File: src/hdl/sppr_pkg.sv
package sppr_pkg;

  localparam int CORDIC_ITER = 20;
  localparam int IW          = $clog2(CORDIC_ITER);
  localparam int GUARD       = 6;
  // coordinate width: Q.14 metres with cordic growth headroom
  localparam int CW          = 35;
  // angle width: 32 bit binary angle plus a sign bit
  localparam int AW          = 33;
  localparam int KW          = 25;
  localparam logic signed [KW-1:0] CORDIC_KQ = 25'sd10188014;
  // ungain multiply split
  localparam int UG_LO       = 17;
  localparam int UG_HI       = CW - UG_LO;
  localparam int PW          = UG_HI + KW;
  localparam int SW          = PW + UG_LO + 1;
  localparam int UG_SHIFT    = 24;
  localparam int UG_LAT      = 2;

  localparam logic [31:0] ATAN_TAB [CORDIC_ITER] = '{
    32'h20000000, 32'h12E4051E, 32'h09FB385B, 32'h051111D4, 32'h028B0D43,
    32'h0145D7E1, 32'h00A2F61E, 32'h00517C55, 32'h0028BE53, 32'h00145F2F,
    32'h000A2F98, 32'h000517CC, 32'h00028BE6, 32'h000145F3, 32'h0000A2FA,
    32'h0000517D, 32'h000028BE, 32'h0000145F, 32'h00000A30, 32'h00000518
  };

  typedef logic signed [CW-1:0] coord_t;
  typedef logic signed [AW-1:0] ang_t;

  typedef struct packed {
    coord_t x;
    coord_t y;
    ang_t   z;
  } lane_t;

  typedef enum logic [2:0] {
    CFG_OLD_X   = 3'd0,
    CFG_OLD_Y   = 3'd1,
    CFG_OLD_HDG = 3'd2,
    CFG_NOW_X   = 3'd3,
    CFG_NOW_Y   = 3'd4,
    CFG_NOW_HDG = 3'd5,
    CFG_LIMIT   = 3'd6
  } cfg_idx_e;

  localparam logic [15:0] LIMIT_RST = 16'd7680;

  function automatic logic [31:0] atan_at(input logic [IW-1:0] i);
    atan_at = ATAN_TAB[i];
  endfunction

  // fold angles in the left half plane by half a turn before rotation
  function automatic lane_t rot_prep(input coord_t x, input coord_t y,
                                     input logic [15:0] a);
    lane_t       l;
    logic        flip;
    logic [15:0] a2;
    flip = a[15] ^ a[14];
    a2   = flip ? (a ^ 16'h8000) : a;
    l.x  = flip ? -x : x;
    l.y  = flip ? -y : y;
    l.z  = $signed({a2[15], a2, 16'h0000});
    return l;
  endfunction

endpackage

File: src/hdl/sppr_ungain.sv
module sppr_ungain (
  input  logic             clk_i,
  input  logic             en_i,
  input  sppr_pkg::coord_t v_i,
  output sppr_pkg::coord_t v_o
);
  import sppr_pkg::*;

  logic signed [UG_HI-1:0] hi;
  logic signed [UG_HI-1:0] lo;
  logic signed [PW-1:0]    ph_d, ph_q, pl_d, pl_q;
  logic signed [SW-1:0]    sum;
  coord_t                  v_q;

  // split product, high part signed, low part unsigned
  assign hi   = v_i[CW-1:UG_LO];
  assign lo   = $signed({1'b0, v_i[UG_LO-1:0]});
  assign ph_d = hi * CORDIC_KQ;
  assign pl_d = lo * CORDIC_KQ;

  // round half up, floor shift
  assign sum = (SW'(ph_q) <<< UG_LO) + SW'(pl_q) + (SW'(1) <<< (UG_SHIFT - 1));

  always_ff @(posedge clk_i) begin
    if (en_i) begin
      ph_q <= ph_d;
      pl_q <= pl_d;
      v_q  <= sum[UG_SHIFT +: CW];
    end
  end

  assign v_o = v_q;

endmodule

File: config.mk
export PLATFORM = sky130hd
export DESIGN_NAME = sppr_ungain
export DESIGN_NICKNAME = d
export VERILOG_FILES = /design/src/hdl/sppr_pkg.sv /design/src/hdl/sppr_ungain.sv
export SDC_FILE = /design/constraint.sdc
export NUM_CORES = 1
export LEC_CHECK = 0
export BUFFER_PORTS_ARGS = -buffer_cell sky130_fd_sc_hd__buf_4
export CAP_MARGIN = 15
export CORE_MARGIN = 5
export CORE_UTILIZATION = 59
export DETAILED_ROUTE_END_ITERATION = 8
export PLACE_DENSITY_LB_ADDON = 0.08
export SLEW_MARGIN = 10
export SYNTH_ARGS = -nofsm -noshare
export SYNTH_HDL_FRONTEND = slang
export SYNTH_SLANG_ARGS = --single-unit
File: constraint.sdc
create_clock -name clk_i -period 12.6 [get_ports clk_i]
set_input_delay 1.89 -clock clk_i [delete_from_list [all_inputs] [get_ports clk_i]]
set_output_delay 1.89 -clock clk_i [all_outputs]
set_load 0.01 [all_outputs]
## Word level (Yosys, flattened, before mapping)

Cells that the tools add are included.

- Bits in registers: 116
- Latch bits: 0
- RAM bits: 0
- Memory bits (read-only): 0
- Bits of input ports: 37
- Output and inout bits: 35
- Logic and storage cells: 7
- Memories: 0

- Add/subtract/negate cells: 2
- $mul: 2
- Divide/modulo/power cells: 0
- Order comparisons: 0
- Eq/ne operators: 0
- Shift-type cells: 0
- Multiplexer cells: 0
- Bitwise logic cells: 0
- Reductions and logical operators: 0

Operators with widths:

| kind | number |
|---|---|
| 59-bit by 25-bit adder with 59-bit output, second input constant | 1 |
| 59-bit by 42-bit adder with 59-bit output | 1 |
| 18-bit by 24-bit multiplier with 41-bit output, second input constant | 1 |
| 17-bit by 23-bit multiplier with 40-bit output, second input constant | 1 |

## Logic depth before layout (Yosys ltp)

Gate-level depths: netlist (run 1).

- Depth in word-level cells: 2
- Gate-level depth with buffers: 23
- Gate-level depth less buffers: 23

## Least setup slack after synthesis (run 1)

OpenSTA, ideal clock, no wires.

- Kind: input port to flip-flop
- Start: input port v_i[14]
- End: register pl_q[38], data pin
- Setup time: 0.265 ns
- Data arrival time: 7.208 ns
- Required time: 12.335 ns
- Setup slack: 5.127 ns
- Stages: 19
- Buffers on the path: 0
- Cell sequence: fa_1 > fa_1 > inv_1 > fa_1 > fa_1 > fa_1 > inv_1 > fa_1 > ha_1 > a211o_1 > a21oi_1 > nand3_1 > o21ai_1 > o22ai_1 > o21ai_1 > o21bai_1 > a31oi_1 > o21ai_0 > xor2_1

- Longest elaborated chain between the ends: 1

Ends and longest elaborated chain:

| element | RTL line | source |
|---|---|---|
| from (decl) | sppr_ungain.sv:4 | `input sppr_pkg::coord_t v_i,` |
| 17-bit by 23-bit multiplier with 40-bit output | sppr_ungain.sv:19 | `assign pl_d = lo * CORDIC_KQ;` |
| named net pl_d[38] | sppr_ungain.sv:11 | `logic signed [PW-1:0] ph_d, ph_q, pl_d, pl_q;` |
| to (signal assigned) | sppr_ungain.sv:27 | `pl_q <= pl_d;` |
| to (decl) | sppr_ungain.sv:11 |  |

The timed path passes the listed nets, and every way through them passes these cells.
A chain may end at the register's enable or synchronous reset.

## Final worst setup path (run 1)

- Start: input port v_i[14]
- End: register pl_q[37], data pin

Same word-level chain as after synthesis.

==> results of run 1 <==
layout make-up:
cell class | count | area, um2 | area share [%]
flip-flops and latches | 99 | 2973 | 14.59
multi-input cells | 1134 | 13960 | 68.50
clock buffers | 9 | 225.2 | 1.105
clock inverters | 7 | 68.82 | 0.3376
repair buffers | 72 | 540.5 | 2.652
inverters | 562 | 2110 | 10.35
well taps | 402 | 503.0 | 2.468
sequential cells by signal, summed over array words and instances, names as in the netlist:
register and count:
v_o 35, ph_q 41, pl_q 23
cell families after synthesis:
group	synth area share (%)
buffers and inverters	11.11
XOR/XNOR	3.947
AO/OA/AOI/OAI	6.823
flip-flops	15.60
AND/OR/NAND/NOR	4.315
adder cells (fa/ha/maj)	58.20
critical path, stage by stage:
cell and delay (ns):
sky130_fd_sc_hd__buf_4 0.15, sky130_fd_sc_hd__fa_1 0.55, sky130_fd_sc_hd__fa_1 0.58, sky130_fd_sc_hd__inv_1 0.08
sky130_fd_sc_hd__fa_1 0.54, sky130_fd_sc_hd__fa_1 0.57, sky130_fd_sc_hd__fa_1 0.56, sky130_fd_sc_hd__inv_1 0.05
sky130_fd_sc_hd__fa_1 0.49, sky130_fd_sc_hd__ha_1 0.34, sky130_fd_sc_hd__a211o_1 0.29, sky130_fd_sc_hd__a21oi_1 0.15
sky130_fd_sc_hd__nand3_1 0.12, sky130_fd_sc_hd__o21ai_1 0.26, sky130_fd_sc_hd__o22ai_1 0.21, sky130_fd_sc_hd__o21ai_1 0.52
sky130_fd_sc_hd__o21ai_1 0.28, sky130_fd_sc_hd__a21oi_1 0.31, sky130_fd_sc_hd__o21bai_1 0.12, sky130_fd_sc_hd__xor2_1 0.15
layout by cell type, fill, tap and decap left out, drive strengths merged, types with 3 or more instances in the layout:
cell	netlist	layout
a211o	6	6
a211oi	9	9
a21o	23	23
a21oi	66	66
a31oi	4	4
and2	5	5
and3	4	4
and4	5	5
buf	1	72
clkbuf	0	9
clkinv	0	3
edfxtp	99	99
fa	332	332
ha	355	355
inv	562	565
nand2	40	40
nand2b	5	5
nand3	17	17
nand4	9	9
nor2	46	46
nor2b	9	9
nor3	9	9
o211ai	10	10
o21a	13	13
o21ai	32	32
o21bai	15	15
o31ai	4	4
or2	6	6
xnor2	55	55
xor2	30	30
stage by stage:
step	hold slack [ns]	cell area [um2]	setup WS, ns	utilization (%)
final	0.5671	20380	4.521	64.26
after global routing	0.5967	20380	4.242	64.26
after CTS	0.5657	20380	4.560	64.26
after global placement	0.5484	20090	4.264	63.33
after detailed placement	0.5480	20090	4.190	63.33
after floorplan	0.5268	19050	5.127	-
metal layers:
| layer | track usage (%) | part of all wire [%] | wire (um) | vias up |
|---|---|---|---|---|
| li1 | - | - | - | 5804 |
| met1 | 38.17 | 50 | 20750 | 5951 |
| met2 | 36.10 | 42 | 17580 | 275 |
| met3 | 7.193 | 7.3 | 3072 | 28 |
| met4 | 3.868 | 1.2 | 497 | 0 |
| met5 | 0 | 0 | 0 | - |
worst paths after layout:
check,end,slack (ns),depth (start not counted)
worst max-delay path,pl_q[37],4.52,20
worst min-delay path,v_o[34],0.57,1
worst max register to register,v_o[32],8.98,12
worst min register to register,v_o[34],0.57,1
==> results.txt, run 1 <==
* Status: complete, no violations
- Net count, final: 2602
- Full die area: 0.03599 mm2
* Via count of the first global-routing pass: 13060
* Post-Place Cells: 2269
* Final hold violation count: 0
- RSZ-0062 raised after global routing: false
* Measured slew at the worst slew-check pin: 1.119 ns
- GPL Wtd Cong: 0.9471
- 72 I/O pins were placed.
- The root buffer cell chosen for the clock tree is sky130_fd_sc_hd__clkbuf_16.
- The die is 189.7 um tall.
- The min-delay analysis places its worst path in the category reg2reg.
* Number of distinct library cell variants in the gate-level netlist after synthesis: 57
- TritonCTS built the clock tree.
- After detailed routing, the average wire length per cell comes to 18.34 um.
- Yosys reg bits: 99
- Synth async-reset ratio: 0%
* Effective utilization at floorplan: 60.07%
- Max Root-Sink Buffers: 2
- The floorplan has 65 rows.
* Final setup vio count: 0
- Most used flip-flop cell after synthesis: sky130_fd_sc_hd__edfxtp_1
- Number of buffers added by the clock tree synthesis step: 9
- Max H-tree Level: 3
- Final critical path time including I/O delays and setup: 8.079 ns
- In this run the tightest slew margin relative to its limit is 25.38%.
- CTS saw 99 sinks.
* Clock-pin slew reported for the worst setup and hold paths after clock tree synthesis: 0.08 ns
- Pin count of the biggest net entering global routing: 89
- YS warnings: 0
- Post-Route WL: 41.90 mm
* Type of the setup path with the least slack: in2reg
* Global routing usage summed across all routing layers: 24.88%
* Total via count in the routed design: 12060
- First-pass GRT wire length: 69.48 mm
* Total of buffers placed on input and output ports: 71
- Largest fanout on the critical path: 6
- At the worst endpoint, the arrival time is 8.20 ns.
* Launching element type of the critical path: input pin
* Horizontal extent of the die: 189.7 um
- For this run, the top clock speed supported by timing is 0.1238 GHz.
* Hold buffers post-CTS: 0
- Endpoint type of the worst setup path: flop
* Startpoint of the worst setup timing path: v_i[14]
- The startpoint identified for the worst register-to-register timing path is ph_q[7].
- Cells with a size suffix above 1 make up 5.576% of the layout.
- Share of the yosys chip area belonging to registers: 15.60%
- Post-synth EDFFs: 99
- Maxcap violations: 0
- Of all cell types, the one taking the most synthesized area is sky130_fd_sc_hd__fa_1.
- In this run the post-CTS setup repair buffer count came out at 0.
* Router iterations before antenna repair: 7
- The total count of max-transition violations in the final report is 0.
* Non-filler instance count after layout: 2285
- The cell area that synthesis handed to floorplanning was 0.01905 mm2.
* Sum of overflow across all layers after global routing: 0
* Layout Skew: 0.01145 ns
- Number of nets produced by synthesis: 2520
- Compared with the post-synthesis result, the final layout area differs by 6.981%.
- Final period util: 64.12%
- DR iter-0 viols: 588
- The detail route stage leaves a number of antenna-violating nets equal to 0.
- For the final routed database, the setup TNS stands at 0 ns.
- Post-Synthesis Cells: 1796
- The worst hold path begins at ph_q[41].
* Drt drc: 0
- Post-cts gate resize count: 0
* Required time reported for the critical path endpoint: 12.72 ns
- 0 antenna diodes ended up in the layout.
* Clk_lat worst skew: 0.37 ns
- The filler cells instantiated in the layout total 2685.
- Most area-consuming cells after synthesis: sky130_fd_sc_hd__fa_1 (35%), sky130_fd_sc_hd__ha_1 (23%), sky130_fd_sc_hd__edfxtp_1 (16%), sky130_fd_sc_hd__inv_1 (11%), sky130_fd_sc_hd__xnor2_1 (2.5%)
- Cell with the most instances after synthesis: sky130_fd_sc_hd__inv_1
- Placeable core area: 0.03172 mm2
* Commonest cells post-synth: sky130_fd_sc_hd__inv_1 (562), sky130_fd_sc_hd__ha_1 (355), sky130_fd_sc_hd__fa_1 (332), sky130_fd_sc_hd__edfxtp_1 (99), sky130_fd_sc_hd__a21oi_1 (65)
- Avg Cell Area, Syn: 10.61 um2
* Hpwl dp: 37.99 mm
- Yosys top cell area share: 34.89%
* Via/cell ratio: 5.277
* Initial antenna violation count: 0
Power of run 1 is not shown: default switching activity piles up to over one toggle a cycle in this logic, so the estimate is an artifact.
==> inputs of run 2 (changes only) <==
- ABC_AREA: unset -> 1
- clock period: 12.6 -> 8.14 ns (I/O delays scaled with it)
==> run 2 against run 1 <==
  * Synthesized cell count grew 33%
  * Register-to-register slack lost 3.5 ns
  * First-iteration DRC count grew 59%
  * Count of clock-buffer cells in the layout is the same
  * Setup slack lost 2.8 ns
  * Sequential share of layout area shrank 1.4 points
  * Critical path depth is the same
==> results.txt, run 2 <==
- Status: complete, no violations
* Cell with the largest stage delay on the worst path: sky130_fd_sc_hd__fa_1
- Counting instances in the post-synthesis netlist gives the leading cell types as sky130_fd_sc_hd__inv_1 (669), sky130_fd_sc_hd__ha_1 (355), sky130_fd_sc_hd__nand2_1 (338), sky130_fd_sc_hd__fa_1 (332), sky130_fd_sc_hd__nor2_1 (160).
* Compound-cell area share of the yosys netlist: 6.299%
* Share of the yosys chip area belonging to registers: 14.09%
* TritonCTS clock tree: built
- Setup repair after global routing left no endpoint under its margin.
- Max-slew violations: 0
- Of the total synthesized cell area, the portion taken by AND, OR, NAND and NOR gates is 12.72%.
* CTS root buf: sky130_fd_sc_hd__clkbuf_16
- Yosys top cell area share: 31.50%
- Via/cell ratio: 5.310
- The path class of the tightest hold or removal check is reg2reg.
- Net count, final: 3196
- The library cell used most frequently in the layout, excluding fill and tap cells, is sky130_fd_sc_hd__inv_1.
- GPL Wtd Cong: 1.009
* First-pass GRT wire length: 86.92 mm
- CP delay by family, top: adder cells
- Proportion of synthesized area in mux cells: 0%
* Clock-pin slew reported for the worst setup and hold paths after clock tree synthesis: 0.07 ns
* Full die area: 0.03964 mm2
- Wirelength per Cell: 18.53 um
- The final route contains 15600 vias.
- Placeable core area: 0.03540 mm2
* Maxcap violations: 0
* YS warnings: 0
- Input and output buffers added on the ports amount to 71.
* Drt drc: 0
- After global routing the overflow that remains totals 0.
- Flip-flop count of the largest register, all copies and words added: 41
- Across every metal layer, demand over resource in global routing totals 28.44%.
- N_diodes: 0
- Post-Synthesis Cells: 2390
- Post-cts gate resize count: 0
- Data arrives at the worst endpoint at 6.56 ns.
- Reg with most FFs: ph_q
* Type of the setup path with the least slack: in2reg
- Dividing the final minimum period by the clock period gives 79.36%.
* Share of layout cells above drive strength 1: 5.087%
* Number of buffers added by the clock tree synthesis step: 9
* Avg Cell Area, Syn: 8.827 um2
- In this run the remaining antenna-violating nets after routing total 0.
- The routed design could run at a clock period as short as 6.460 ns.
* Required time reported for the critical path endpoint: 8.24 ns
* Startpoint of the worst setup timing path: v_i[14]
- The number of global-route vias before repair is 15890.
* Layout Skew: 0.01160 ns
- Entering global routing, the biggest net connects 61 pins.
- Walking the worst path, the cells encountered are buf_4 -> fa_1 -> inv_1 -> fa_1 -> fa_1 -> fa_1 -> inv_1 -> fa_1 -> inv_1 -> fa_1 -> inv_1 -> ha_1 -> a21oi_1 -> o21ai_0 -> a21oi_1 -> nand3_1 -> nand2_1 -> nand2_1 -> nand2_1 -> nand2_1.
- Timing would allow up to 0.1548 GHz.
* Number of nets produced by synthesis: 3114
* Num ports: 72
- Most used flip-flop cell after synthesis: sky130_fd_sc_hd__edfxtp_1
- Endpoint type of the worst setup path: flop
- Cell with the most instances after synthesis: sky130_fd_sc_hd__inv_1
- DR iter-0 viols: 933
- Setup Total Neg Slack: 0 ns
- Once the floorplan was initialized, standard cells occupied 59.60% of the core.
* Synth-to-Final Area Change: 6.548%
* Router iterations before antenna repair: 5
- XOR/XNOR share of the synthesized area: 2.366%
- Most repeated library cell on the critical path: sky130_fd_sc_hd__fa_1
- Setup violations remaining at the end of the flow were counted as 0.
- RR Startpoint: ph_q[4]
- The routed design has 54.43 mm of wire.
- Total number of cells along the worst setup path: 20
- The total count of hold-check failures in the final report came to 0.
- In this run the most critical hold path is launched from ph_q[39].
- Synth area leader: sky130_fd_sc_hd__fa_1
- The initial antenna violation count is 0.
- In this run the core area contains 69 standard-cell rows.
- Synth async-reset ratio: 0%
- Commonest non-fill, non-tap cells in the layout: sky130_fd_sc_hd__inv_1 (669), sky130_fd_sc_hd__ha_1 (355), sky130_fd_sc_hd__nand2_1 (338)
* Launching element type of the critical path: input pin
- At the pin with the least slew margin, the transition time is 0.7335 ns.
- The netlist uses 40 different library cells.
- Counting instances, the worst hold path has a depth of 2.
* Hold buffers post-CTS: 0
- Most area-consuming cells after synthesis: sky130_fd_sc_hd__fa_1 (32%), sky130_fd_sc_hd__ha_1 (21%), sky130_fd_sc_hd__edfxtp_1 (14%), sky130_fd_sc_hd__inv_1 (12%), sky130_fd_sc_hd__nand2_1 (6.0%)
- On the worst path, the slowest cell contributes a delay of 0.55 ns.
- Counting both buffers and inverters, the worst setup path holds a total of 5.
- The later pin in the worst-skew pair is clocked with a latency of 0.35 ns.
* Hpwl dp: 49.95 mm
- From bottom edge to top edge, the die measures 199.1 um.
- Count of buffers added by post-CTS timing repair for setup: 0
- Combinational family with the most area after synthesis: adder cells
- Yosys reg bits: 99
- Synthesized area: 0.02110 mm2
* Largest fanout on the critical path: 6
- Layout Utilization: 63.50%
- Horizontal extent of the die: 199.1 um
- The worst pin sits at a relative slew slack of 51.10%.
- Adder and majority gate portion of the synthesized area: 52.56%
* Post-synth EDFFs: 99
- Post-Route Hold Slack: 0.5634 ns
* Max Root-Sink Buffers: 2
* Number of sinks handled by clock tree synthesis: 99
- The clock tree synthesis step divided the H-tree into 3 levels.
- The worst register-to-register path has a depth of 10.
run 2: cell types whose count changed after synthesis, sizes merged, moves of 12 or more:
cell,change
inv,+109
xnor2,-40
nand2,+308
xor2,+12
nor3,+19
nor2,+118
o21ai,+35
a21oi,+46
nand3,+59
run 2: cell families (layout without fill, tap and decap cells):
logic type | Yosys count | count (layout)
buffers and inverters | 672 | 759
AND/OR/NAND/NOR | 644 | 644
XOR/XNOR | 57 | 57
flip-flops | 99 | 99
adder cells (fa/ha/maj) | 687 | 687
AO/OA/AOI/OAI | 231 | 231
run 2: worst register-to-register path, delay by kind of cell (launching register included):
kind	cells	cell delay, ns
DFF	1	0.38
and+or+nand+nor	5	0.71
AOI/OAI and AO/OA	3	0.68
adders and majority gates	2	0.66
run 2: routing by layer:
metal	GRT usage (%)	vias up	part of all wire (%)
li1	-	7535	-
met1	44.61	7556	49
met2	39.93	471	41
met3	8.363	39	8.7
met4	4.433	0	1.3
met5	0	-	0
run 2: final cells by class:
type                            instances  area [um2]
Clock buffer                            9       225.2
Clock inverter                          7       43.79
Fill cell                            3142       12920
Inverter                              671        2519
Multi-Input combinational cell       1619       15600
Sequential cell                        99        2973
Tap cell                              461       576.8
Timing Repair Buffer                   72       540.5
run 2: per-stage QoR:
stage          std cells  cell area, um2  setup slack, ns
6_report            2938           22480            1.680
5_1_grt             2938           22480            1.468
4_1_cts             2938           22480            1.807
3_5_place_dp        2922           22210            1.451
3_3_place_gp        2922           22210            1.495
2_1_floorplan       2390           21100            2.219
run 2: worst paths after layout:
kind,slack [ns],endpoint
worst min-delay path,0.56,v_o[32]
worst max register to register,5.46,v_o[20]
worst max-delay path,1.68,pl_q[31]
worst min register to register,0.56,v_o[32]
Power of run 2 is left out for the same reason.
==> inputs of run 3 (changes only) <==
- clock period: 8.14 -> 6 ns (I/O delays scaled with it)
==> run 3 against run 2 <==
  * Design area up 4.0%
  * Hold slack gained 0.014 ns
  * Die area stayed put
  * Register-to-register slack got worse by 2.2 ns
  * Global-route usage up 0.20 points
  * Setup slack worse by 1.6 ns
  * Via count up 3.2%
==> results.txt, run 3 (synthesis gave the netlist of run 2 again) <==
* Share of layout cells above drive strength 1: 9.414%
- DR iter-0 viols: 1099
* Full die area: 0.03964 mm2
* Endpoint type of the worst setup path: flop
* Required time reported for the critical path endpoint: 6.10 ns
- Global routing met3 resource utilization: 7.891%
- Horizontal extent of the die: 199.1 um
- Total cell area at the placement stage: 0.02309 mm2
- Across the routed clock network, the largest skew measured is 0.009560 ns.
* Type of the setup path with the least slack: in2reg
- Data arrival at the endpoint of the critical path: 6.01 ns
- After legalization and detailed placement, the total HPWL measured 50.44 mm.
- The floorplan has 69 rows.
- Final critical path time including I/O delays and setup: 5.907 ns
* Initial antenna violation count: 0
* Final hold violation count: 0
- Number of sinks handled by clock tree synthesis: 99
- In the global route stage, met2 resource usage came out at 40.59%.
- The total area inside the core boundary comes to 0.03540 mm2.
* Effective utilization at floorplan: 59.60%
* Clk_lat worst skew: 0.34 ns
* Max H-tree Level: 3
* Net count, final: 3314
- After detailed routing, the total wire length is 54.89 mm.
* Reg with most FFs: ph_q
- Routability-driven placement finished with a final weighted congestion of 0.9814.
- In this run the tightest slew margin relative to its limit is 51.75%.
- The final critical path takes up 98.46% of the cycle.
* Sum of overflow across all layers after global routing: 0
* Type of the worst min-delay path: reg2reg
* Area of the multi-input gates: 0.01562 mm2
* Commonest non-fill, non-tap cells in the layout: sky130_fd_sc_hd__inv_1 (669), sky130_fd_sc_hd__ha_1 (355), sky130_fd_sc_hd__nand2_1 (338)
* Router iterations before antenna repair: 5
- Launching element type of the critical path: input pin
- Fmax achieved: 0.1693 GHz
- Once layout is done, the placed cells without fillers occupy 0.02338 mm2.
* N_diodes: 0
- Post-Place Cells: 3039
- Non-filler instance count after layout: 3053
- Flip-flop count of the largest register, all copies and words added: 41
- Setup violations remaining at the end of the flow were counted as 0.
- Post-Route Hold Slack: 0.5774 ns
- The layer flagged by global routing as most heavily used is met1.
- Die Y: 199.1 um
- Compared with the post-synthesis result, the final layout area differs by 10.84%.
- Drt drc: 0
- Entering global routing, the biggest net connects 59 pins.
* Largest fanout on the critical path: 6
* Total via count in the routed design: 16090
- Num ports: 72
- The first global-routing pass estimated 87.47 mm of wire.
- The library cell used most frequently in the layout, excluding fill and tap cells, is sky130_fd_sc_hd__inv_1.
* Wirelength per Cell: 17.98 um
* Global routing usage summed across all routing layers: 28.64%
* Register area: 0.002973 mm2
- At the pin with the least slew margin, the transition time is 0.7238 ns.
- The number of global-route vias before repair came to 16160.
* Clock-pin slew reported for the worst setup and hold paths after clock tree synthesis: 0.07 ns
* Number of antenna-violating nets in the routed design: 0
- Maxcap violations: 0
* Fill count: 3043
- Counting along the longest clock path gives a buffer depth of 2.
- CTS root buf: sky130_fd_sc_hd__clkbuf_16
- Global Route met1 Usage: 45.47%
- Status: complete, no violations
* Number of buffers added by the clock tree synthesis step: 9
* Via/cell ratio: 5.271
- TritonCTS clock tree: built
* Total of buffers placed on input and output ports: 71
- The total count of max-transition violations in the final report is 0.
## run 3: repair_timing
item,CTS,global route
resized for setup,0,7
setup endpoints to repair,0,9
hold buffers,0,0
buffers inserted,0,1
## run 3: layout make-up
class	count	area share (%)
tap	461	2.467
timing repair buffer	190	6.100
clock buffer	9	0.9631
sequential	99	12.71
inverter	671	10.77
clock inverter	4	0.1926
multi-input combinational	1619	66.79
## run 3: metal layers
layer / wire, um / vias to the layer above
met2: 22620 / 524
met5: 0 / -
met1: 26600 / 7754
li1: - / 7777
met4: 603 / 0
met3: 5066 / 38
## run 3: worst max-delay path, stage by stage
cell	delay, ns
sky130_fd_sc_hd__buf_4	0.15
sky130_fd_sc_hd__fa_1	0.54
sky130_fd_sc_hd__inv_1	0.08
sky130_fd_sc_hd__fa_1	0.52
sky130_fd_sc_hd__fa_1	0.53
sky130_fd_sc_hd__inv_1	0.07
sky130_fd_sc_hd__fa_1	0.53
sky130_fd_sc_hd__inv_1	0.08
sky130_fd_sc_hd__fa_1	0.51
sky130_fd_sc_hd__fa_1	0.54
sky130_fd_sc_hd__inv_1	0.04
sky130_fd_sc_hd__ha_1	0.34
sky130_fd_sc_hd__nand2_1	0.16
sky130_fd_sc_hd__nor2_1	0.22
sky130_fd_sc_hd__nand2_1	0.08
sky130_fd_sc_hd__inv_1	0.07
sky130_fd_sc_hd__nand4_1	0.18
sky130_fd_sc_hd__nand3_2	0.19
sky130_fd_sc_hd__nand2_1	0.11
sky130_fd_sc_hd__nand3_1	0.10
sky130_fd_sc_hd__nand2_1	0.06
## run 3: path summary, 6_finish.rpt
check        startpoint       end  slack (ns)  depth (start not counted)
min reg2reg    ph_q[39]   v_o[32]        0.58                          2
max reg2reg    pl_q[36]   v_o[21]        3.31                          9
min            ph_q[39]   v_o[32]        0.58                          2
max              v_i[5]  pl_q[39]        0.09                         21
## run 3: metrics by stage
step	TNS (ns)	worst slack [ns]	util [%]
global route	-0.01618	-0.01618	66.06
CTS	0	0.1586	65.99
floorplan	0	0.3998	-
global placement	-1.493	-0.1899	65.22
detailed placement	-1.490	-0.1964	65.22
finish	0	0.09266	66.06
Power of run 3 is left out for the same reason.
